### src/rtl/core/mch_pkg.sv
package mch_pkg;

  localparam int CORDIC_STAGES = 16;

  localparam int WORD_W     = 16;
  localparam int HALL_W     = 8;
  localparam int HEAD_W     = 15;
  localparam int CFG_IDX_W  = 3;
  localparam int CFG_DATA_W = 8;

  localparam int AXIS_W   = 13;
  localparam int TX_W     = 14;
  localparam int OFFP_W   = 17;
  localparam int NUM_W    = 23;
  localparam int SH_W     = 5;
  localparam int XW       = 34;
  localparam int ZW       = 25;
  localparam int NORM_MSB = 29;
  localparam int RND_SH   = 8;

  localparam logic [AXIS_W-1:0]    OVF_MARK   = 13'h1000;
  localparam logic [1:0]           HALL_OK    = 2'b01;
  localparam logic [ZW-1:0]        ANGLE_180  = 25'd2949120;
  localparam logic [ZW-1:0]        ANGLE_360  = 25'd5898240;
  localparam logic [ZW-1:0]        ROUND_HALF = 25'd128;
  localparam logic [HEAD_W-1:0]    HEAD_FULL  = 15'd23040;
  localparam logic [CFG_DATA_W-1:0] GAIN_ZERO = 8'h00;
  localparam logic [CFG_DATA_W-1:0] GAIN_MIN  = 8'h80;

  typedef enum logic [CFG_IDX_W-1:0] {
    REG_OFFSET_X      = 3'd0,
    REG_OFFSET_Y      = 3'd1,
    REG_GAIN_X        = 3'd2,
    REG_GAIN_Y        = 3'd3,
    REG_COMMON_GAIN   = 3'd4,
    REG_COMMON_OFFSET = 3'd5
  } cfg_idx_t;

  typedef struct packed {
    logic signed [7:0] offset_x;
    logic signed [7:0] offset_y;
    logic [7:0]        gain_x;
    logic [7:0]        gain_y;
    logic [7:0]        divisor;
    logic              gains_off;
    logic [6:0]        common_offset;
  } mch_cfg_t;

  typedef struct packed {
    logic signed [XW-1:0] x;
    logic signed [XW-1:0] y;
    logic [ZW-1:0]        z;
    logic                 force_zero;
    logic                 hall_ok;
  } mch_rot_t;

  typedef struct packed {
    logic [HEAD_W-1:0] heading_angle;
    logic              heading_valid;
  } mch_res_t;

  function automatic logic [ZW-1:0] atan_angle(input logic [4:0] idx);
    logic [ZW-1:0] a;
    case (idx)
      5'd0:    a = 25'd737280;
      5'd1:    a = 25'd435242;
      5'd2:    a = 25'd229970;
      5'd3:    a = 25'd116736;
      5'd4:    a = 25'd58595;
      5'd5:    a = 25'd29326;
      5'd6:    a = 25'd14667;
      5'd7:    a = 25'd7334;
      5'd8:    a = 25'd3667;
      5'd9:    a = 25'd1833;
      5'd10:   a = 25'd917;
      5'd11:   a = 25'd458;
      5'd12:   a = 25'd229;
      5'd13:   a = 25'd115;
      5'd14:   a = 25'd57;
      5'd15:   a = 25'd29;
      5'd16:   a = 25'd14;
      5'd17:   a = 25'd7;
      5'd18:   a = 25'd4;
      5'd19:   a = 25'd2;
      5'd20:   a = 25'd1;
      default: a = '0;
    endcase
    return a;
  endfunction

endpackage

### src/rtl/core/mch_if.sv


interface mch_cfg_if;
  logic                            valid;
  logic                            ready;
  logic [mch_pkg::CFG_IDX_W-1:0]   index;
  logic [mch_pkg::CFG_DATA_W-1:0]  data;

  modport source (output valid, output index, output data, input ready);
  modport sink   (input valid, input index, input data, output ready);
endinterface

### src/rtl/core/mch_cfg_regs.sv
module mch_cfg_regs (
  input  logic              clk,
  input  logic              rst_n,
  mch_cfg_if.sink           cfg_bus,
  output mch_pkg::mch_cfg_t cfg
);
  import mch_pkg::*;

  logic [7:0] offset_x_r;
  logic [7:0] offset_y_r;
  logic [7:0] gain_x_r;
  logic [7:0] gain_y_r;
  logic [7:0] common_gain_r;
  logic [6:0] common_offset_r;

  assign cfg_bus.ready = 1'b1;

  always_ff @(posedge clk) begin
    if (!rst_n) begin
      offset_x_r      <= '0;
      offset_y_r      <= '0;
      gain_x_r        <= '0;
      gain_y_r        <= '0;
      common_gain_r   <= '0;
      common_offset_r <= '0;
    end else if (cfg_bus.valid && cfg_bus.ready) begin
      case (cfg_idx_t'(cfg_bus.index))
        REG_OFFSET_X:      offset_x_r      <= cfg_bus.data;
        REG_OFFSET_Y:      offset_y_r      <= cfg_bus.data;
        REG_GAIN_X:        gain_x_r        <= cfg_bus.data;
        REG_GAIN_Y:        gain_y_r        <= cfg_bus.data;
        REG_COMMON_GAIN:   common_gain_r   <= cfg_bus.data;
        REG_COMMON_OFFSET: common_offset_r <= cfg_bus.data[6:0];
        default: ;
      endcase
    end
  end

  always_comb begin
    cfg.offset_x      = offset_x_r;
    cfg.offset_y      = offset_y_r;
    cfg.gain_x        = {~gain_x_r[7], gain_x_r[6:0]};
    cfg.gain_y        = {~gain_y_r[7], gain_y_r[6:0]};
    cfg.divisor       = {~common_gain_r[7], common_gain_r[6:0]};
    cfg.gains_off     = (common_gain_r == GAIN_ZERO) || (common_gain_r == GAIN_MIN);
    cfg.common_offset = common_offset_r;
  end

endmodule

### src/flat_wrapper.sv
// flat-port wrapper written by rule: the top's interface ports become plain ports
module mch_cfg_regs_flat import mch_pkg::*;
  (clk, rst_n, cfg, cfg_bus_valid, cfg_bus_index, cfg_bus_data, cfg_bus_ready);
  mch_cfg_if cfg_bus_i ();
  input  logic clk;
  input  logic rst_n;
  output mch_pkg::mch_cfg_t cfg;
  input wire logic [$bits(cfg_bus_i.valid)-1:0] cfg_bus_valid;
  input wire logic [$bits(cfg_bus_i.index)-1:0] cfg_bus_index;
  input wire logic [$bits(cfg_bus_i.data)-1:0] cfg_bus_data;
  output wire logic [$bits(cfg_bus_i.ready)-1:0] cfg_bus_ready;
  assign cfg_bus_i.valid = cfg_bus_valid;
  assign cfg_bus_i.index = cfg_bus_index;
  assign cfg_bus_i.data = cfg_bus_data;
  assign cfg_bus_ready = cfg_bus_i.ready;
  mch_cfg_regs u_core (.clk(clk), .rst_n(rst_n), .cfg_bus(cfg_bus_i), .cfg(cfg));
endmodule
### config.mk
export PLATFORM = sky130hd
export DESIGN_NAME = mch_cfg_regs_flat
export DESIGN_NICKNAME = d
export VERILOG_FILES = /design/src/rtl/core/mch_pkg.sv /design/src/rtl/core/mch_if.sv /design/src/rtl/core/mch_cfg_regs.sv /design/src/flat_wrapper.sv
export SDC_FILE = /design/constraint.sdc
export NUM_CORES = 1
export LEC_CHECK = 0
export BUFFER_PORTS_ARGS = -buffer_cell sky130_fd_sc_hd__buf_2
export CELL_PAD_IN_SITES_DETAIL_PLACEMENT = 0
export CELL_PAD_IN_SITES_GLOBAL_PLACEMENT = 1
export CORE_ASPECT_RATIO = 2
export CORE_MARGIN = 2
export CORE_UTILIZATION = 33
export DETAILED_ROUTE_END_ITERATION = 10
export PLACE_DENSITY_LB_ADDON = 0.1
export SLEW_MARGIN = 20
export SYNTH_ARGS = -nofsm -noshare
export SYNTH_HDL_FRONTEND = slang
export SYNTH_SLANG_ARGS = --single-unit
### constraint.sdc
create_clock -name clk -period 0.9 [get_ports clk]
set_clock_uncertainty 0.1 [all_clocks]
set_input_delay 0 -clock clk [delete_from_list [all_inputs] [get_ports clk]]
set_output_delay 0 -clock clk [all_outputs]
set_load 0.01 [all_outputs]
==> flow_summary.yaml <==
setup_path:
  cp_max_fo: 2
  crit_cells: 3
  start_kind: "register"
  r2r-start: "u_core.common_gain_r[5]"
  worstPathRequired_ps: 800
  worst-path-buf-inv: 1
  r2r_cells: 4
  cp_top_family: "simple AND/OR/NAND/NOR gates"
  reg2reg_slack_ps: 40
  critPathMaxStageDelay_ps: 550
  path_class: "reg -> out"
  crit_slowest_cell: "or4_4"
  regToRegEndpoint: "u_core.common_gain_r[5]"
  cp_cell_sequence: "or4_4, nor4_4, buf_2"
  critPathCaptureType: "primary output"
  arrival_ps: 1460
cells_and_area:
  mostFrequentLayoutCells: "54 x nand2_1, 51 x buf_2, 47 x mux2i_1, 25 x dfxtp_1, 22 x dfxtp_2"
  final_cells: 310
  layout-drive-gt1-share: 0.466
  final_util: 0.449
  layout.cells.most_common: "nand2_1"
  syn_to_final_growth_pct: 32.5
  nNetsFinal: 262
  num-fill-cells: 581
  antenna_cells: 0
clocking:
  clkSinkCount: 47
  cts_max_path_buffers: 2
  hold_buffers: 0
  cts-root-buf: "clkbuf_16"
  cts_tree: "built"
  h-tree-depth: 2
  clk_pin_slew_ps: 70
  clock_latency_ps: 280
  cts_inserted_buffers: 5
synthesis:
  synth-seq-cells: 47
  synth_nets: 209
  yosysSeqAreaShare: 0.486
  synth-compound-area-share: 0
  synth_top_family_by_area: "multiplexers"
  ys_types: 15
  syn_inst: 195
  yosys.area_share.xor_xnor: 0
  yosysWarnings: 0
  avgSynthCellArea_um2: 9.93
  netlist_area_um2: 1940
  synthSimpleGateAreaFrac: 0.146
  muxShareOfSynthArea: 0.243
  synth-adder-area-share: 0
power:
  p_sw_frac: 0.236
  clock_power_share: 0.424
  p_comb_frac: 0.088
  vdd_drop_max_v: 0.00140
  p_per_area_nw_per_um2: 1720
  p_sw_w: 0.00104
  p_int_w: 0.00337
  pwr-share-seq: 0.489
  leakagePower_nw: 1.37
route:
  routed_via_density: 4.73
  ant_nets: 0
  vias: 1465
  avgRoutedWirePerCell_um: 14.4
  drc_errors: 0
  drt_iter0_markers: 42
  firstDrtPassIters: 4
  finalWirelength_mm: 4.47
grt:
  gr-usage-all-layers: 0.149
  grt_pass1_vias: 1451
  globalRouteOverflowTotal: 0
  grt_first_pass_wirelength_mm: 7.23
  grt_antenna_before_repair: 0
  grt_max_degree: 18
sta:
  period_minus_slack_ps: 1560
  setup_violations: 5
  min_period_over_period: 1.73
  finalMaxSlewViolations: 0
  hold_slack_ps: -3.12
  finalWorstSetupSlack_ps: -659
  grt_setup_unrepaired: "yes"
  hold_violations: 1
  fmax_mhz: 641
min_path:
  min_to: "u_core.offset_x_r[3]"
  min_path_cells: 3
  holdCritStartpoint: "cfg_bus_data[3]"
  hold_path_class: "in -> reg"
die:
  std_cell_rows: 39
  fp.dieW_um: 58.2
  initial_utilization: 0.339
  io_pins: 63
  fp.dieArea_um2: 6530
  design.core.area_um2: 5710
  die_h_um: 112
placed_design:
  placed_cells: 300
  io_buffers: 61
  place_congestion: 0.735
  hpwl_mm: 3.36
outcome:
  failed_checks: "negative hold slack, negative setup slack"
  outcome: "complete, but fails checks"
job:
  cap_violations: 0
[routing by layer]
metal,part of all wire,track usage
met5,0,0
met4,0.013,0.0605
met3,0.056,0.0507
met2,0.55,0.263
met1,0.38,0.157
[final cells by class]
cell class                      instances  area [um2]  share of cell area
Multi-Input combinational cell        111         782               0.305
Inverter                                3        11.3             0.00439
Sequential cell                        47         968               0.378
Clock buffer                            5         125              0.0488
Tap cell                               61        76.3              0.0298
Timing Repair Buffer                   80         576               0.224
Clock inverter                          3        26.3              0.0102
[worst max-delay path by stage]
stage,to,startpoint,slack [ps]
3_5_place_dp,cfg[7],u_core.common_gain_r[3],-410
2_1_floorplan,cfg[7],u_core.common_gain_r[3],-250
6_report,cfg[7],u_core.common_gain_r[6],-660
5_1_grt,cfg[7],u_core.common_gain_r[6],-730
4_1_cts,cfg[7],u_core.common_gain_r[6],-660
3_3_place_gp,cfg[7],u_core.common_gain_r[3],-380
[worst reg2reg max path, stage by stage, from the launching register on]
cell and delay (ps):
dfxtp_2 330, buf_6 110, buf_6 110, nand2_2 40, mux2i_1 60
[through the flow]
| stage | instance area (um2) | hold WS (ps) | total power (W) | TNS, ps | worst slack (ps) |
|---|---|---|---|---|---|
| finish | 2560 | -3.12 | 0.00441 | -893 | -659 |
| global route | 2560 | 26.0 | 0.00462 | -1150 | -735 |
| CTS | 2490 | 6.60 | 0.00447 | -957 | -664 |
| detailed placement | 2290 | 308 | 0.00257 | -6240 | -409 |
| global placement | 2290 | 296 | 0.00256 | -5510 | -380 |
| floorplan | 1950 | 124 | 0.00241 | -1020 | -249 |
[sequential cells by signal, indices dropped and copies added, names as in the netlist]
register and cells:
u_core.common_gain_r 8, u_core.common_offset_r 7, u_core.gain_x_r 8, u_core.gain_y_r 8
u_core.offset_x_r 8, u_core.offset_y_r 8
[power groups by stage]
stage / registers (W) / logic, W / clock network [W]
floorplan: 0.00221 / 0.000208 / 0
global placement: 0.00220 / 0.000365 / 0
detailed placement: 0.00220 / 0.000373 / 0
CTS: 0.00215 / 0.000384 / 0.00194
global route: 0.00216 / 0.000422 / 0.00204
finish: 0.00216 / 0.000386 / 0.00187
[logic make-up after synthesis]
family,count (synthesis)
other cells,1
simple gates,63
mux,47
buf+inv,37
flops,47
[synthesized netlist by cell type (all sizes together)]
library cell	n	area share
and4bb	1	0.0065
buf	30	0.11
clkbuf	4	0.0078
conb	1	0.0019
dfxtp	47	0.49
inv	3	0.0058
mux2i	47	0.24
nand2	55	0.11
nand4b	2	0.0091
nand4bb	2	0.012
nor4	1	0.0032
or4	1	0.0039
or4b	1	0.0052
[what timing repair did]
item                       CTS  global route
pin swaps                    1             0
setup endpoints to repair   11            25
buffers inserted             1             2
resized for setup           16            25
Note: power is estimated with default switching activity, not from simulation.
