<file path="src/rtl/core/mch_pkg.sv">
package mch_pkg;

  localparam int CORDIC_STAGES = 16;

  localparam int WORD_W     = 16;
  localparam int HALL_W     = 8;
  localparam int HEAD_W     = 15;
  localparam int CFG_IDX_W  = 3;
  localparam int CFG_DATA_W = 8;

  localparam int AXIS_W   = 13;
  localparam int TX_W     = 14;
  localparam int OFFP_W   = 17;
  localparam int NUM_W    = 23;
  localparam int SH_W     = 5;
  localparam int XW       = 34;
  localparam int ZW       = 25;
  localparam int NORM_MSB = 29;
  localparam int RND_SH   = 8;

  localparam logic [AXIS_W-1:0]    OVF_MARK   = 13'h1000;
  localparam logic [1:0]           HALL_OK    = 2'b01;
  localparam logic [ZW-1:0]        ANGLE_180  = 25'd2949120;
  localparam logic [ZW-1:0]        ANGLE_360  = 25'd5898240;
  localparam logic [ZW-1:0]        ROUND_HALF = 25'd128;
  localparam logic [HEAD_W-1:0]    HEAD_FULL  = 15'd23040;
  localparam logic [CFG_DATA_W-1:0] GAIN_ZERO = 8'h00;
  localparam logic [CFG_DATA_W-1:0] GAIN_MIN  = 8'h80;

  typedef enum logic [CFG_IDX_W-1:0] {
    REG_OFFSET_X      = 3'd0,
    REG_OFFSET_Y      = 3'd1,
    REG_GAIN_X        = 3'd2,
    REG_GAIN_Y        = 3'd3,
    REG_COMMON_GAIN   = 3'd4,
    REG_COMMON_OFFSET = 3'd5
  } cfg_idx_t;

  typedef struct packed {
    logic signed [7:0] offset_x;
    logic signed [7:0] offset_y;
    logic [7:0]        gain_x;
    logic [7:0]        gain_y;
    logic [7:0]        divisor;
    logic              gains_off;
    logic [6:0]        common_offset;
  } mch_cfg_t;

  typedef struct packed {
    logic signed [XW-1:0] x;
    logic signed [XW-1:0] y;
    logic [ZW-1:0]        z;
    logic                 force_zero;
    logic                 hall_ok;
  } mch_rot_t;

  typedef struct packed {
    logic [HEAD_W-1:0] heading_angle;
    logic              heading_valid;
  } mch_res_t;

  function automatic logic [ZW-1:0] atan_angle(input logic [4:0] idx);
    logic [ZW-1:0] a;
    case (idx)
      5'd0:    a = 25'd737280;
      5'd1:    a = 25'd435242;
      5'd2:    a = 25'd229970;
      5'd3:    a = 25'd116736;
      5'd4:    a = 25'd58595;
      5'd5:    a = 25'd29326;
      5'd6:    a = 25'd14667;
      5'd7:    a = 25'd7334;
      5'd8:    a = 25'd3667;
      5'd9:    a = 25'd1833;
      5'd10:   a = 25'd917;
      5'd11:   a = 25'd458;
      5'd12:   a = 25'd229;
      5'd13:   a = 25'd115;
      5'd14:   a = 25'd57;
      5'd15:   a = 25'd29;
      5'd16:   a = 25'd14;
      5'd17:   a = 25'd7;
      5'd18:   a = 25'd4;
      5'd19:   a = 25'd2;
      5'd20:   a = 25'd1;
      default: a = '0;
    endcase
    return a;
  endfunction

endpackage

</file>
<file path="src/rtl/core/mch_if.sv">


interface mch_out_if;
  logic                        valid;
  logic                        ready;
  logic [mch_pkg::HEAD_W-1:0]  heading_angle;
  logic                        heading_valid;

  modport source (output valid, output heading_angle, output heading_valid, input ready);
  modport sink   (input valid, input heading_angle, input heading_valid, output ready);
endinterface


</file>
<file path="src/rtl/core/mch_out.sv">
module mch_out (
  input  logic              clk,
  input  logic              rst_n,
  input  logic              in_valid,
  input  mch_pkg::mch_rot_t rot,
  output logic              en,
  mch_out_if.source         out_bus
);
  import mch_pkg::*;

  logic [ZW-1:0] z_wrap;
  logic [ZW-1:0] z_rnd;
  logic [HEAD_W-1:0] head;
  mch_res_t      res;
  logic          take;
  logic          fire;

  logic          out_valid_r;
  logic          skid_valid_r;
  mch_res_t      out_r;
  mch_res_t      skid_r;

  always_comb begin
    z_wrap = rot.z[ZW-1] ? rot.z + ANGLE_360 : rot.z;
    z_rnd  = z_wrap + ROUND_HALF;
    head   = z_rnd[HEAD_W+RND_SH-1:RND_SH];
    if (rot.force_zero || (head >= HEAD_FULL)) begin
      res.heading_angle = '0;
    end else begin
      res.heading_angle = head;
    end
    res.heading_valid = rot.hall_ok;
  end

  assign en   = !skid_valid_r;
  assign take = en && in_valid;
  assign fire = out_valid_r && out_bus.ready;

  always_ff @(posedge clk) begin
    if (!rst_n) begin
      out_valid_r  <= 1'b0;
      skid_valid_r <= 1'b0;
    end else if (skid_valid_r) begin
      if (fire) begin
        skid_valid_r <= 1'b0;
      end
    end else if (take) begin
      if (!out_valid_r || fire) begin
        out_valid_r <= 1'b1;
      end else begin
        skid_valid_r <= 1'b1;
      end
    end else if (fire) begin
      out_valid_r <= 1'b0;
    end
  end

  always_ff @(posedge clk) begin
    if (skid_valid_r) begin
      if (fire) begin
        out_r <= skid_r;
      end
    end else if (take) begin
      if (!out_valid_r || fire) begin
        out_r <= res;
      end else begin
        skid_r <= res;
      end
    end
  end

  assign out_bus.valid         = out_valid_r;
  assign out_bus.heading_angle = out_r.heading_angle;
  assign out_bus.heading_valid = out_r.heading_valid;

endmodule

</file>
<file path="src/flat_wrapper.sv">
// flat-port wrapper written by rule: the top's interface ports become plain ports
module mch_out_flat import mch_pkg::*;
  (clk, rst_n, in_valid, rot, en, out_bus_valid, out_bus_heading_angle, out_bus_heading_valid, out_bus_ready);
  mch_out_if out_bus_i ();
  input  logic clk;
  input  logic rst_n;
  input  logic in_valid;
  input  mch_pkg::mch_rot_t rot;
  output logic en;
  output wire logic [$bits(out_bus_i.valid)-1:0] out_bus_valid;
  output wire logic [$bits(out_bus_i.heading_angle)-1:0] out_bus_heading_angle;
  output wire logic [$bits(out_bus_i.heading_valid)-1:0] out_bus_heading_valid;
  input wire logic [$bits(out_bus_i.ready)-1:0] out_bus_ready;
  assign out_bus_valid = out_bus_i.valid;
  assign out_bus_heading_angle = out_bus_i.heading_angle;
  assign out_bus_heading_valid = out_bus_i.heading_valid;
  assign out_bus_i.ready = out_bus_ready;
  mch_out u_core (.clk(clk), .rst_n(rst_n), .in_valid(in_valid), .rot(rot), .en(en), .out_bus(out_bus_i));
endmodule
</file>
<file path="config.mk">
export PLATFORM = sky130hd
export DESIGN_NAME = mch_out_flat
export DESIGN_NICKNAME = d
export VERILOG_FILES = /design/src/rtl/core/mch_pkg.sv /design/src/rtl/core/mch_if.sv /design/src/rtl/core/mch_out.sv /design/src/flat_wrapper.sv
export SDC_FILE = /design/constraint.sdc
export NUM_CORES = 1
export LEC_CHECK = 0
export BUFFER_PORTS_ARGS = -buffer_cell sky130_fd_sc_hd__buf_4
export CAP_MARGIN = 20
export CORE_UTILIZATION = 40
export CTS_CLUSTER_DIAMETER = 30
export CTS_CLUSTER_SIZE = 28
export DETAILED_ROUTE_END_ITERATION = 12
export PLACE_DENSITY = 0.77
export SYNTH_ARGS = -nofsm -noshare
export SYNTH_HDL_FRONTEND = slang
export SYNTH_SLANG_ARGS = --single-unit
</file>
<file path="constraint.sdc">
create_clock -name clk -period 2.3 [get_ports clk]
set_input_delay 0.345 -clock clk [delete_from_list [all_inputs] [get_ports clk]]
set_output_delay 0.345 -clock clk [all_outputs]
set_load 0.01 [all_outputs]
</file>
==> impl_summary.txt <==
----------------------------------------------------
[Logic synthesis]
  Area fraction of the dominant cell type after synthesis ... 0.476
  Leading post-synthesis cells by cell area ... sky130_fd_sc_hd__edfxtp_1 (48%), sky130_fd_sc_hd__nor3b_2 (6.8%), sky130_fd_sc_hd__nand2_1 (6.7%)
  Mapped Nets ... 280
  Synth Warn # ... 0
  Share of flip-flops with an asynchronous set or reset ... 0
  Most used flip-flop cell after synthesis ... sky130_fd_sc_hd__edfxtp_1
  Cell type contributing the most total cell area after synthesis ... sky130_fd_sc_hd__edfxtp_1
  Number of synthesized flops with an enable pin ... 32
  Number of cells produced by synthesis ... 179
  Register bit total from synthesis ... 34
  Mapped cell area ... 0.00202 mm2
  Mean post-synth cell area ... 11.3 um2
  Number of library cell types mapped by synthesis ... 45
  Sequential cell area fraction in the yosys report ... 0.495

[Cells and area]
  Most common library cell in the layout ignoring fill and taps ... sky130_fd_sc_hd__buf_4
  Relative area change from synthesis to final layout ... 30.5%
  Final cell area excluding filler cells ... roughly 0.0026 mm2
  Commonest non-fill, non-tap cells in the layout ... sky130_fd_sc_hd__buf_4 (58), sky130_fd_sc_hd__nand2_1 (36), sky130_fd_sc_hd__edfxtp_1 (32)
  Count of placed standard cells in the final layout, fillers left out ... 305
  Share of final-layout standard cells stronger than drive strength 1 ... 0.408
  Number of nets in the finished design ... 338
  ANT cells ... 0

[Setup path]
  Family of cells with the greatest summed delay on the critical path ... compound AO/OA/AOI/OAI gates
  Largest fanout on the critical path ... 19
  Data required time at the worst endpoint ... 2330 ps
  CP max-delay cell ... sky130_fd_sc_hd__a2111oi_4
  Endpoint of the most critical setup path ... u_core.out_bus.heading_angle[0]
  Critical R2R Launch ... u_core.skid_valid_r
  Worst setup SP type ... primary input
  Start point of the critical path ... rot[19]
  Critical path cell sequence ... buf_4 > ha_1 > nand3b_1 > a2111oi_4 > xnor2_1 > o2111ai_2 > a21oi_4 > buf_12 > o21ai_0
  Worst Reg-to-Reg Cells ... 4
  WS Path Type ... in2reg
  CP Buf/Inv Count ... 2
  Type of element capturing the critical path ... register
  Max stage delay on crit path ... about 350 ps
  CP Depth ... 9
  R2r setup slk ... between 900 and 1000 ps
  R2r endpoint ... u_core.skid_r[12]
  Arrival @ worst endpoint ... around 2200 ps

[Flow run]
  Number of max-capacitance violations reported ... 0

[Detailed routing]
  Wire length reported by the detailed router ... 3.73 mm
  DRC violation count after routing ... 0
  Starting DRC count in detailed routing ... 98
  Final antenna-violating net count ... 0
  Vias ... 1,457
  Drt wl/cell ... roughly 12 um
  First-pass DRT Iterations ... 4
  Per-cell via count in the routed design ... 4.78

[Clock tree]
  Max H-tree Level ... 2
  Reg clk slew, reported paths ... roughly 70 ps
  Clock Root Buffer ... sky130_fd_sc_hd__clkbuf_8
  Count of clock tree sinks ... 34
  Clk Latency, worst-skew pair ... about 300 ps
  Clock Path Buffers ... 2
  CTS tree ... yes
  Clock buffers created by TritonCTS ... 5
  Number of buffers added for setup after CTS ... 0

[Timing]
  Least-Margin Pin Slew ... between 300 and 400 ps
  Final-report setup violation count ... 0
  Number of max-slew violations in the final report ... 0
  Number of endpoints with negative hold slack in the final report ... 0
  Maximum clock frequency ... ~470 MHz
  Max transition margin ... 0.735
  Setup ws final ... about 190 ps
  Post-route minimum period ... 2110 ps
  Worst setup skew after layout ... 7.35 ps
  Final Cycle Share ... 0.919
  Unrepaired setup endpoints after global routing ... false

[Global routing]
  Initial antenna violation count ... 0
  Number of global-route vias before repair ... 1,424
  Remaining Overflow, GRT ... 0
  Gr usage total ... 0.156
  Maximum number of pins on one net before global-route repair ... 20
  Global-route wire length before repair ... 6.31 mm

[Floorplan]
  Y dimension of the die ... between 70 and 80 um
  Number of placement rows ... 25
  Placeable core region ... 0.00479 mm2
  Initial Utilization ... 0.422
  Die W ... 73.1 um
  Die area ... 0.00534 mm2
  I/O pin count ... about 120

[Power]
  Switching share of power ... 0.254
  Clock group share of total power ... 0.330
  Net switching power ... 0.000415 W
  Total power per unit cell area ... 620 mW/mm2
  Proportion of power drawn by flip-flops and latches ... 0.455
  Maximum ir drop on the vdd rail ... 0.242 mV
  Total power ... 0.00163 W
  Combinational Power Share ... 0.215
  Internal cell power ... about 0.0012 W
  Leak Pwr ... 1.02 nW

[Placed design]
  Post-Place Cell Area ... 0.00251 mm2
  Worst slack, placed ... -201 ps
  Final estimated routing congestion in global placement ... 0.772
  Number of cells in the design after placement ... 297
  IO Port Bufs ... 40
  HPWL after detailed placement ... 2.70 mm

[Run status]
  Result of the run ... complete, no violations

[Min path]
  Worst min-delay path class ... in2reg

----------------------------------------------------
-- state kept, by name (all words and copies together), names as in the netlist --
name,count
u_core.out_bus.heading_valid,1
u_core.out_bus.valid,1
u_core.skid_r,16
u_core.out_bus.heading_angle,15
u_core.skid_valid_r,1
-- worst reg2reg max path: cells and delay by family, from the launching register on --
| kind | cells | cell delay, ps |
|---|---|---|
| and+or+nand+nor | 2 | 270 |
| buffers and inverters | 2 | 380 |
| DFF | 1 | 380 |
-- cell families (layout without fill, tap and decap cells) --
group | after synthesis | in the layout | synth area share
and+or+nand+nor | 76 | 76 | 0.233
buffers and inverters | 13 | 72 | 0.0341
muxes | 2 | 2 | 0.0111
xor gates and xnor gates | 19 | 19 | 0.0861
DFF | 34 | 34 | 0.495
adders and majority gates | 2 | 2 | 0.0124
AOI/OAI and AO/OA | 33 | 33 | 0.128
-- power by group through the flow --
stage                     clock, W  sequential [W]  combinational [W]
after floorplan                  0        0.000771           0.000185
after CTS                 0.000550        0.000743           0.000353
after global placement           0        0.000755           0.000347
after global routing      0.000576        0.000746           0.000386
final                     0.000539        0.000743           0.000352
after detailed placement         0        0.000757           0.000352
-- layout make-up --
class                   count  area (um2)
well taps                  67        83.8
repair buffers             59         455
multi-input cells         132         968
inverters                   5        18.8
clock inverters             3        40.0
flip-flops and latches     34        1000
fillers                   419        2150
clock buffers               5        68.8
-- Yosys cell counts (2+ instances only) --
cell / n
sky130_fd_sc_hd__nand2_1: 36
sky130_fd_sc_hd__edfxtp_1: 32
sky130_fd_sc_hd__nor3b_2: 11
sky130_fd_sc_hd__xnor2_1: 10
sky130_fd_sc_hd__nor2_1: 8
sky130_fd_sc_hd__xor2_1: 8
sky130_fd_sc_hd__o21ai_0: 7
sky130_fd_sc_hd__o21ai_2: 7
sky130_fd_sc_hd__inv_1: 5
sky130_fd_sc_hd__a21boi_0: 4
sky130_fd_sc_hd__clkbuf_1: 4
sky130_fd_sc_hd__nand3_1: 3
sky130_fd_sc_hd__nor3_1: 3
sky130_fd_sc_hd__o31ai_1: 3
sky130_fd_sc_hd__a21oi_1: 2
sky130_fd_sc_hd__buf_6: 2
sky130_fd_sc_hd__dfxtp_1: 2
sky130_fd_sc_hd__ha_1: 2
sky130_fd_sc_hd__mux2_2: 2
sky130_fd_sc_hd__nand3b_1: 2
sky130_fd_sc_hd__nor3b_1: 2
-- worst min path at each step --
stage	start	cells past startpoint	endpoint
final	rot[0]	1	u_core.skid_r[0]
after global placement	u_core.skid_r[11]	2	u_core.out_bus.heading_angle[10]
after global routing	rot[0]	1	u_core.skid_r[0]
after floorplan	rot[0]	0	u_core.skid_r[0]
after CTS	rot[0]	1	u_core.skid_r[0]
after detailed placement	u_core.skid_r[6]	2	u_core.out_bus.heading_angle[5]
-- through the flow --
| stage | setup TNS (ps) | hold slack [ps] | util |
|---|---|---|---|
| 2_1_floorplan | 0 | 444 | - |
| 3_3_place_gp | -4640 | 504 | 0.525 |
| 3_5_place_dp | -4060 | 510 | 0.525 |
| 4_1_cts | 0 | 235 | 0.548 |
| 5_1_grt | 0 | 240 | 0.551 |
| 6_report | 0 | 244 | 0.551 |
-- timing repair --
item	4_1_cts	5_1_grt
setup endpoints to repair	0	5
hold buffers	0	0
resized for setup	0	1
hold endpoints to repair	0	0
-- routing by layer --
layer | up-vias | share of wire | global-route usage
met2 | 30 | 0.51 | 0.269
li1 | 756 | - | -
met4 | 0 | 0.021 | 0.0915
met3 | 5 | 0.028 | 0.0276
met1 | 666 | 0.44 | 0.181
met5 | - | 0 | 0
No activity file was read; power rests on OpenSTA's default activity.
