==> src/rtl/core/mch_pkg.sv <==
package mch_pkg;

  localparam int CORDIC_STAGES = 16;

  localparam int WORD_W     = 16;
  localparam int HALL_W     = 8;
  localparam int HEAD_W     = 15;
  localparam int CFG_IDX_W  = 3;
  localparam int CFG_DATA_W = 8;

  localparam int AXIS_W   = 13;
  localparam int TX_W     = 14;
  localparam int OFFP_W   = 17;
  localparam int NUM_W    = 23;
  localparam int SH_W     = 5;
  localparam int XW       = 34;
  localparam int ZW       = 25;
  localparam int NORM_MSB = 29;
  localparam int RND_SH   = 8;

  localparam logic [AXIS_W-1:0]    OVF_MARK   = 13'h1000;
  localparam logic [1:0]           HALL_OK    = 2'b01;
  localparam logic [ZW-1:0]        ANGLE_180  = 25'd2949120;
  localparam logic [ZW-1:0]        ANGLE_360  = 25'd5898240;
  localparam logic [ZW-1:0]        ROUND_HALF = 25'd128;
  localparam logic [HEAD_W-1:0]    HEAD_FULL  = 15'd23040;
  localparam logic [CFG_DATA_W-1:0] GAIN_ZERO = 8'h00;
  localparam logic [CFG_DATA_W-1:0] GAIN_MIN  = 8'h80;

  typedef enum logic [CFG_IDX_W-1:0] {
    REG_OFFSET_X      = 3'd0,
    REG_OFFSET_Y      = 3'd1,
    REG_GAIN_X        = 3'd2,
    REG_GAIN_Y        = 3'd3,
    REG_COMMON_GAIN   = 3'd4,
    REG_COMMON_OFFSET = 3'd5
  } cfg_idx_t;

  typedef struct packed {
    logic signed [7:0] offset_x;
    logic signed [7:0] offset_y;
    logic [7:0]        gain_x;
    logic [7:0]        gain_y;
    logic [7:0]        divisor;
    logic              gains_off;
    logic [6:0]        common_offset;
  } mch_cfg_t;

  typedef struct packed {
    logic signed [XW-1:0] x;
    logic signed [XW-1:0] y;
    logic [ZW-1:0]        z;
    logic                 force_zero;
    logic                 hall_ok;
  } mch_rot_t;

  typedef struct packed {
    logic [HEAD_W-1:0] heading_angle;
    logic              heading_valid;
  } mch_res_t;

  function automatic logic [ZW-1:0] atan_angle(input logic [4:0] idx);
    logic [ZW-1:0] a;
    case (idx)
      5'd0:    a = 25'd737280;
      5'd1:    a = 25'd435242;
      5'd2:    a = 25'd229970;
      5'd3:    a = 25'd116736;
      5'd4:    a = 25'd58595;
      5'd5:    a = 25'd29326;
      5'd6:    a = 25'd14667;
      5'd7:    a = 25'd7334;
      5'd8:    a = 25'd3667;
      5'd9:    a = 25'd1833;
      5'd10:   a = 25'd917;
      5'd11:   a = 25'd458;
      5'd12:   a = 25'd229;
      5'd13:   a = 25'd115;
      5'd14:   a = 25'd57;
      5'd15:   a = 25'd29;
      5'd16:   a = 25'd14;
      5'd17:   a = 25'd7;
      5'd18:   a = 25'd4;
      5'd19:   a = 25'd2;
      5'd20:   a = 25'd1;
      default: a = '0;
    endcase
    return a;
  endfunction

endpackage

==> src/rtl/core/mch_if.sv <==
interface mch_in_if;
  logic                        valid;
  logic                        ready;
  logic [mch_pkg::WORD_W-1:0]  x_data_word;
  logic [mch_pkg::WORD_W-1:0]  y_data_word;
  logic [mch_pkg::HALL_W-1:0]  hall_status_byte;

  modport source (output valid, output x_data_word, output y_data_word,
                  output hall_status_byte, input ready);
  modport sink   (input valid, input x_data_word, input y_data_word,
                  input hall_status_byte, output ready);
endinterface


==> src/rtl/core/mch_front.sv <==
module mch_front (
  input  logic              clk,
  input  logic              rst_n,
  input  logic              en,
  input  mch_pkg::mch_cfg_t cfg,
  mch_in_if.sink            in_bus,
  output logic              norm_valid,
  output mch_pkg::mch_rot_t norm
);
  import mch_pkg::*;

  logic [AXIS_W-1:0]        ax_raw;
  logic [AXIS_W-1:0]        ay_raw;
  logic signed [TX_W-1:0]   s1_tx_nxt;
  logic signed [TX_W-1:0]   s1_ty_nxt;
  logic signed [OFFP_W-1:0] s1_ox_nxt;
  logic signed [OFFP_W-1:0] s1_oy_nxt;

  logic                     s1_valid_r;
  logic                     s1_hall_r;
  logic signed [TX_W-1:0]   s1_tx_r;
  logic signed [TX_W-1:0]   s1_ty_r;
  logic signed [OFFP_W-1:0] s1_ox_r;
  logic signed [OFFP_W-1:0] s1_oy_r;

  logic signed [NUM_W-1:0]  s2_nx_nxt;
  logic signed [NUM_W-1:0]  s2_ny_nxt;
  logic                     s2_valid_r;
  logic                     s2_hall_r;
  logic signed [NUM_W-1:0]  s2_nx_r;
  logic signed [NUM_W-1:0]  s2_ny_r;

  logic [NUM_W-1:0]         mag_x;
  logic [NUM_W-1:0]         mag_y;
  logic [NUM_W-1:0]         mag_or;
  logic [SH_W-1:0]          msb_pos;
  logic [SH_W-1:0]          s3_sh_nxt;
  logic                     s3_valid_r;
  logic                     s3_hall_r;
  logic                     s3_zero_r;
  logic [SH_W-1:0]          s3_sh_r;
  logic signed [NUM_W-1:0]  s3_nx_r;
  logic signed [NUM_W-1:0]  s3_ny_r;

  logic signed [XW-1:0]     sx;
  logic signed [XW-1:0]     sy;
  mch_rot_t                 s4_nxt;
  logic                     s4_valid_r;
  mch_rot_t                 s4_r;

  assign in_bus.ready = en;

  always_comb begin
    ax_raw    = in_bus.x_data_word[WORD_W-1:WORD_W-AXIS_W];
    ay_raw    = in_bus.y_data_word[WORD_W-1:WORD_W-AXIS_W];
    s1_tx_nxt = {ax_raw[AXIS_W-1], ax_raw}
              + ((ax_raw == OVF_MARK) ? '0 : {{(TX_W-7){1'b0}}, cfg.common_offset});
    s1_ty_nxt = {ay_raw[AXIS_W-1], ay_raw}
              + ((ay_raw == OVF_MARK) ? '0 : {{(TX_W-7){1'b0}}, cfg.common_offset});
    s1_ox_nxt = cfg.offset_x * $signed({1'b0, cfg.divisor});
    s1_oy_nxt = cfg.offset_y * $signed({1'b0, cfg.divisor});
  end

  always_ff @(posedge clk) begin
    if (!rst_n) begin
      s1_valid_r <= 1'b0;
    end else if (en) begin
      s1_valid_r <= in_bus.valid;
    end
  end

  always_ff @(posedge clk) begin
    if (en) begin
      s1_hall_r <= (in_bus.hall_status_byte[7:6] == HALL_OK);
      s1_tx_r   <= s1_tx_nxt;
      s1_ty_r   <= s1_ty_nxt;
      s1_ox_r   <= s1_ox_nxt;
      s1_oy_r   <= s1_oy_nxt;
    end
  end

  always_comb begin
    if (cfg.gains_off) begin
      s2_nx_nxt = NUM_W'(cfg.offset_x) <<< 5;
      s2_ny_nxt = NUM_W'(cfg.offset_y) <<< 5;
    end else begin
      s2_nx_nxt = s1_tx_r * $signed({1'b0, cfg.gain_x}) + (NUM_W'(s1_ox_r) <<< 5);
      s2_ny_nxt = s1_ty_r * $signed({1'b0, cfg.gain_y}) + (NUM_W'(s1_oy_r) <<< 5);
    end
  end

  always_ff @(posedge clk) begin
    if (!rst_n) begin
      s2_valid_r <= 1'b0;
    end else if (en) begin
      s2_valid_r <= s1_valid_r;
    end
  end

  always_ff @(posedge clk) begin
    if (en) begin
      s2_hall_r <= s1_hall_r;
      s2_nx_r   <= s2_nx_nxt;
      s2_ny_r   <= s2_ny_nxt;
    end
  end

  always_comb begin
    mag_x   = s2_nx_r[NUM_W-1] ? -s2_nx_r : s2_nx_r;
    mag_y   = s2_ny_r[NUM_W-1] ? -s2_ny_r : s2_ny_r;
    mag_or  = mag_x | mag_y;
    msb_pos = '0;
    for (int i = 0; i < NUM_W; i++) begin
      if (mag_or[i]) begin
        msb_pos = SH_W'(i);
      end
    end
    s3_sh_nxt = SH_W'(NORM_MSB) - msb_pos;
  end

  always_ff @(posedge clk) begin
    if (!rst_n) begin
      s3_valid_r <= 1'b0;
    end else if (en) begin
      s3_valid_r <= s2_valid_r;
    end
  end

  always_ff @(posedge clk) begin
    if (en) begin
      s3_hall_r <= s2_hall_r;
      s3_zero_r <= (mag_or == '0);
      s3_sh_r   <= s3_sh_nxt;
      s3_nx_r   <= s2_nx_r;
      s3_ny_r   <= s2_ny_r;
    end
  end

  always_comb begin
    sx = XW'(s3_nx_r) <<< s3_sh_r;
    sy = XW'(s3_ny_r) <<< s3_sh_r;
    s4_nxt.force_zero = s3_zero_r || !s3_hall_r;
    s4_nxt.hall_ok    = s3_hall_r;
    if (sx[XW-1]) begin
      s4_nxt.x = -sx;
      s4_nxt.y = -sy;
      s4_nxt.z = ANGLE_180;
    end else begin
      s4_nxt.x = sx;
      s4_nxt.y = sy;
      s4_nxt.z = '0;
    end
  end

  always_ff @(posedge clk) begin
    if (!rst_n) begin
      s4_valid_r <= 1'b0;
    end else if (en) begin
      s4_valid_r <= s3_valid_r;
    end
  end

  always_ff @(posedge clk) begin
    if (en) begin
      s4_r <= s4_nxt;
    end
  end

  assign norm_valid = s4_valid_r;
  assign norm       = s4_r;

endmodule

==> src/flat_wrapper.sv <==
// flat-port wrapper written by rule: the top's interface ports become plain ports
module mch_front_flat import mch_pkg::*;
  (clk, rst_n, en, cfg, norm_valid, norm, in_bus_valid, in_bus_x_data_word, in_bus_y_data_word, in_bus_hall_status_byte, in_bus_ready);
  mch_in_if in_bus_i ();
  input  logic clk;
  input  logic rst_n;
  input  logic en;
  input  mch_pkg::mch_cfg_t cfg;
  output logic norm_valid;
  output mch_pkg::mch_rot_t norm;
  input wire logic [$bits(in_bus_i.valid)-1:0] in_bus_valid;
  input wire logic [$bits(in_bus_i.x_data_word)-1:0] in_bus_x_data_word;
  input wire logic [$bits(in_bus_i.y_data_word)-1:0] in_bus_y_data_word;
  input wire logic [$bits(in_bus_i.hall_status_byte)-1:0] in_bus_hall_status_byte;
  output wire logic [$bits(in_bus_i.ready)-1:0] in_bus_ready;
  assign in_bus_i.valid = in_bus_valid;
  assign in_bus_i.x_data_word = in_bus_x_data_word;
  assign in_bus_i.y_data_word = in_bus_y_data_word;
  assign in_bus_i.hall_status_byte = in_bus_hall_status_byte;
  assign in_bus_ready = in_bus_i.ready;
  mch_front u_core (.clk(clk), .rst_n(rst_n), .en(en), .cfg(cfg), .in_bus(in_bus_i), .norm_valid(norm_valid), .norm(norm));
endmodule
==> config.mk <==
export PLATFORM = sky130hd
export DESIGN_NAME = mch_front_flat
export DESIGN_NICKNAME = d
export VERILOG_FILES = /design/src/rtl/core/mch_pkg.sv /design/src/rtl/core/mch_if.sv /design/src/rtl/core/mch_front.sv /design/src/flat_wrapper.sv
export SDC_FILE = /design/constraint.sdc
export NUM_CORES = 1
export LEC_CHECK = 0
export ABC_AREA = 1
export BUFFER_PORTS_ARGS = -buffer_cell sky130_fd_sc_hd__buf_4
export CAP_MARGIN = 25
export CORE_MARGIN = 2
export CORE_UTILIZATION = 30
export DETAILED_ROUTE_END_ITERATION = 8
export GPL_TIMING_DRIVEN = 0
export SLEW_MARGIN = 20
export SYNTH_ARGS = -nofsm -noshare
export SYNTH_HDL_FRONTEND = slang
export SYNTH_SLANG_ARGS = --single-unit
==> constraint.sdc <==
create_clock -name clk -period 14.8 [get_ports clk]
set_input_delay 1.48 -clock clk [delete_from_list [all_inputs] [get_ports clk]]
set_output_delay 1.48 -clock clk [all_outputs]
set_load 0.05 [all_outputs]
==> metrics.txt <==
# TYPE chip_impl_metric gauge
chip_impl_metric{name="timing.critical_path.required",unit="ns"} 15.12
chip_impl_info{name="setup.worst_path.end_class",value="flip-flop"} 1
chip_impl_metric{name="hpwl",unit="mm"} 60.3
chip_impl_metric{name="die_y",unit="um"} 311
chip_impl_metric{name="synth_async_sr_flop_share",unit="%"} 0
chip_impl_metric{name="routed_wire_length_per_instance",unit="um"} 14.3
chip_impl_metric{name="postRouteAntennaNets",unit=""} 0
chip_impl_metric{name="dr.pass1.iters",unit=""} 8
chip_impl_metric{name="totalWireLength",unit="mm"} 72.0
chip_impl_metric{name="grt_pass1_vias",unit=""} 22200
chip_impl_metric{name="timing.hold.worst_path_depth",unit=""} 0
chip_impl_metric{name="synth_seq_cells",unit=""} 238
chip_impl_metric{name="routed_vias_inst",unit=""} 4.47
chip_impl_metric{name="setup-tns-final",unit="ns"} 0
chip_impl_metric{name="slowest_delay",unit="ns"} 0.53
chip_impl_metric{name="place.port_buffers",unit=""} 139
chip_impl_metric{name="tightest_slew",unit="ns"} 0.735
chip_impl_metric{name="post_synth.cell_area_avg",unit="um^2"} 7.95
chip_impl_metric{name="drtIter0Drc",unit=""} 1384
chip_impl_metric{name="filler_cell_count",unit=""} 9937
chip_impl_metric{name="core.rowCount",unit=""} 112
chip_impl_info{name="top_layer_used",value="met4"} 1
chip_impl_metric{name="drt-met1-wl",unit="mm"} 33.2
chip_impl_info{name="ys.flop_type",value="sky130_fd_sc_hd__edfxtp_1"} 1
chip_impl_metric{name="cts_buffer_depth",unit=""} 3
chip_impl_metric{name="timing.final.max_slew_violations",unit=""} 0
chip_impl_metric{name="drv_cap",unit=""} 0
chip_impl_metric{name="clock_tree.htree_level_count",unit=""} 1
chip_impl_metric{name="final.setup_skew",unit="ns"} 0.0244
chip_impl_metric{name="synth_edf_count",unit=""} 234
chip_impl_info{name="cells_taking_the_most_area_after_synthesis",value="sky130_fd_sc_hd__edfxtp_1 25%, sky130_fd_sc_hd__fa_1 21%, sky130_fd_sc_hd__nand2_1 12%"} 1
chip_impl_metric{name="floorplan.initialDensity",unit="%"} 30.3
chip_impl_metric{name="place_ws",unit="ns"} 7.29
chip_impl_metric{name="worst_skew_pair.late_latency",unit="ns"} 0.61
chip_impl_metric{name="route.met3.wl",unit="mm"} 3.37
chip_impl_info{name="rsz_0062_raised_after_global_routing",value="no"} 1
chip_impl_metric{name="die-area",unit="mm^2"} 0.0966
chip_impl_metric{name="grtUsageTotal",unit="%"} 15.0
chip_impl_metric{name="cts_made_buffers",unit=""} 30
chip_impl_metric{name="timing.fmax",unit="MHz"} 145
chip_impl_metric{name="rrSetupSlack",unit="ns"} 8.46
chip_impl_info{name="cp-start-kind",value="input pin"} 1
chip_impl_info{name="post-synth-top-area-cell",value="sky130_fd_sc_hd__edfxtp_1"} 1
chip_impl_metric{name="post_route_cells_drive_above_1_share",unit="%"} 8.91
chip_impl_info{name="cts_tree",value="done"} 1
chip_impl_metric{name="syn2layout_area_growth",unit="%"} 13.4
chip_impl_info{name="cts_root_buf",value="sky130_fd_sc_hd__clkbuf_16"} 1
chip_impl_metric{name="postSynthCellCount",unit=""} 3554
chip_impl_metric{name="critical_path.max_fanout",unit=""} 10
chip_impl_metric{name="yosysTopAreaCellShare",unit="%"} 24.9
chip_impl_metric{name="fp.coreArea",unit="mm^2"} 0.0933
chip_impl_metric{name="setup_viol",unit=""} 0
chip_impl_metric{name="post-route-util",unit="%"} 34.3
chip_impl_metric{name="synth_sequential_area_ratio",unit="%"} 25.2
chip_impl_metric{name="antenna_found_initial",unit=""} 0
chip_impl_metric{name="cts_hold_buffers",unit=""} 0
chip_impl_metric{name="final_critical_path_setup_slack",unit="ns"} 7.90
chip_impl_metric{name="post_cts_buffers",unit=""} 0
chip_impl_metric{name="clock_sinks",unit=""} 238
chip_impl_info{name="status",value="complete, no violations"} 1
chip_impl_info{name="critical_path.slowest_cell",value="sky130_fd_sc_hd__fa_1"} 1
chip_impl_metric{name="pin_count_of_the_biggest_net_entering_global_routing",unit=""} 99
chip_impl_metric{name="post-route-min-period",unit="ns"} 6.90
chip_impl_metric{name="grt_first_pass_wirelength",unit="mm"} 118
chip_impl_metric{name="storage_cell_area",unit="mm^2"} 0.00711
chip_impl_metric{name="gp_congestion",unit=""} 0.914
chip_impl_info{name="cell_repeated_most_along_the_worst_path",value="sky130_fd_sc_hd__nand2_1"} 1
chip_impl_metric{name="finish.net_count",unit=""} 4326
chip_impl_metric{name="post_synth_instance_area",unit="mm^2"} 0.0282
chip_impl_metric{name="clkTransAtPathRegs",unit="ns"} 0.06
chip_impl_metric{name="reg2reg_depth",unit=""} 30
chip_impl_metric{name="final_critical_path_share_of_the_clock_period",unit="%"} 46.6
chip_impl_metric{name="antenna_cells",unit=""} 0
chip_impl_metric{name="hold_violations",unit=""} 0
chip_impl_metric{name="timing.critical_path.arrival",unit="ns"} 7.22
chip_impl_info{name="hold_class",value="flip-flop to flip-flop"} 1
chip_impl_metric{name="post_synth_num_cell_types",unit=""} 63
chip_impl_metric{name="vias",unit=""} 22500
chip_impl_metric{name="cts_resized",unit=""} 0
chip_impl_metric{name="multiInputGateArea",unit="mm^2"} 0.0173
chip_impl_metric{name="route.met2.wl",unit="mm"} 33.6
chip_impl_metric{name="ys_warn_count",unit=""} 0
chip_impl_info{name="criticalPathCategory",value="input pin to flip-flop"} 1
chip_impl_info{name="most_used_cells_in_the_layout_excluding_fill_and_tap_cells",value="913 x sky130_fd_sc_hd__nand2_1, 797 x sky130_fd_sc_hd__inv_1, 290 x sky130_fd_sc_hd__fa_1"} 1
chip_impl_metric{name="num_io_pins",unit=""} 189
chip_impl_metric{name="max_slew_margin",unit="%"} 51.0
chip_impl_info{name="layout_commonest_cell",value="sky130_fd_sc_hd__nand2_1"} 1
chip_impl_metric{name="die_width",unit="um"} 311
chip_impl_metric{name="drc",unit=""} 0
chip_impl_metric{name="overflow_left_after_global_routing",unit=""} 0
cell type report:
class                   instances  area share (%)
plain buffers                 166            2.72
repair buffers                141            3.45
well taps                    1254            4.90
inverters                     810            9.51
multi-input cells            2360            54.0
clock inverters                21           0.813
clock buffers                  33            2.38
flip-flops and latches        238            22.2
kinds of logic after synthesis:
family,share of synthesized area (%)
AOI/OAI and AO/OA,6.86
and+or+nand+nor,19.4
xor gates and xnor gates,4.53
buffers and inverters,13.9
muxes,0.850
DFF,25.2
adders and majority gates,29.3
other,0.0133
routing by layer:
layer  up-vias  GRT usage [%]
met5         -              0
li1      11200              -
met1     10600           20.4
met4         0           3.49
met2       542           25.5
met3        96           1.86
metrics by stage:
step	cell area [um^2]	hold WS [ns]	std cells
after global placement	30900	0.403	4967
final	32000	0.420	5023
after floorplan	28300	0.400	3574
after global routing	32000	0.433	5023
after CTS	32000	0.425	5023
after detailed placement	31000	0.408	4969
sequential cells by signal (all words and copies together), names as in the netlist, 5 cells and up:
name and count:
u_core.s1_ty_r 14, u_core.s2_ny_r 23, u_core.s2_nx_r 23, u_core.norm 71, u_core.s3_sh_r 5, u_core.s1_tx_r 14, u_core.s3_ny_r 23, u_core.s1_ox_r 17
u_core.s1_oy_r 17, u_core.s3_nx_r 23
cells in the mapped netlist (4+ instances only):
library cell	n
sky130_fd_sc_hd__buf_4	31
sky130_fd_sc_hd__buf_2	30
sky130_fd_sc_hd__nor2_1	187
sky130_fd_sc_hd__o21bai_1	7
sky130_fd_sc_hd__nand4_1	25
sky130_fd_sc_hd__o21ai_0	120
sky130_fd_sc_hd__inv_2	8
sky130_fd_sc_hd__dfxtp_1	4
sky130_fd_sc_hd__edfxtp_1	234
sky130_fd_sc_hd__nor3_1	23
sky130_fd_sc_hd__a22oi_1	4
sky130_fd_sc_hd__xnor2_1	44
sky130_fd_sc_hd__nor4_1	6
sky130_fd_sc_hd__ha_1	197
sky130_fd_sc_hd__or2_2	11
sky130_fd_sc_hd__nand2_2	11
sky130_fd_sc_hd__fa_1	290
sky130_fd_sc_hd__clkbuf_1	73
sky130_fd_sc_hd__o21ai_1	73
sky130_fd_sc_hd__a31oi_1	6
sky130_fd_sc_hd__buf_6	11
sky130_fd_sc_hd__clkbuf_2	10
sky130_fd_sc_hd__a211oi_1	4
sky130_fd_sc_hd__mux2i_1	24
sky130_fd_sc_hd__o31ai_1	10
sky130_fd_sc_hd__o21ai_2	11
sky130_fd_sc_hd__inv_1	797
sky130_fd_sc_hd__nor2_2	9
sky130_fd_sc_hd__nand2_1	913
sky130_fd_sc_hd__nand3b_1	8
sky130_fd_sc_hd__xor2_1	102
sky130_fd_sc_hd__or2_1	6
sky130_fd_sc_hd__a21oi_1	95
sky130_fd_sc_hd__buf_1	11
sky130_fd_sc_hd__nand3_1	108
critical path, delay by kind of cell:
kind / cells / cell delay, ns
fa+ha+maj: 7 / 2.84
compound gates: 5 / 0.72
simple gates: 12 / 1.29
buf+inv: 7 / 0.91
path summary, 6_finish.rpt:
kind,from,end
max,cfg[17],u_core.s2_ny_r[19]$_DFFE_PP_
min,u_core.s2_hall_r$_DFFE_PP_,u_core.s3_hall_r$_DFFE_PP_
max reg2reg,u_core.s1_tx_r[3]$_DFFE_PP_,u_core.s2_nx_r[19]$_DFFE_PP_
min reg2reg,u_core.s2_hall_r$_DFFE_PP_,u_core.s3_hall_r$_DFFE_PP_
Power is left out: the tool's default activity adds up to more than one toggle a clock period on the data nets, which glitch-free logic cannot reach.
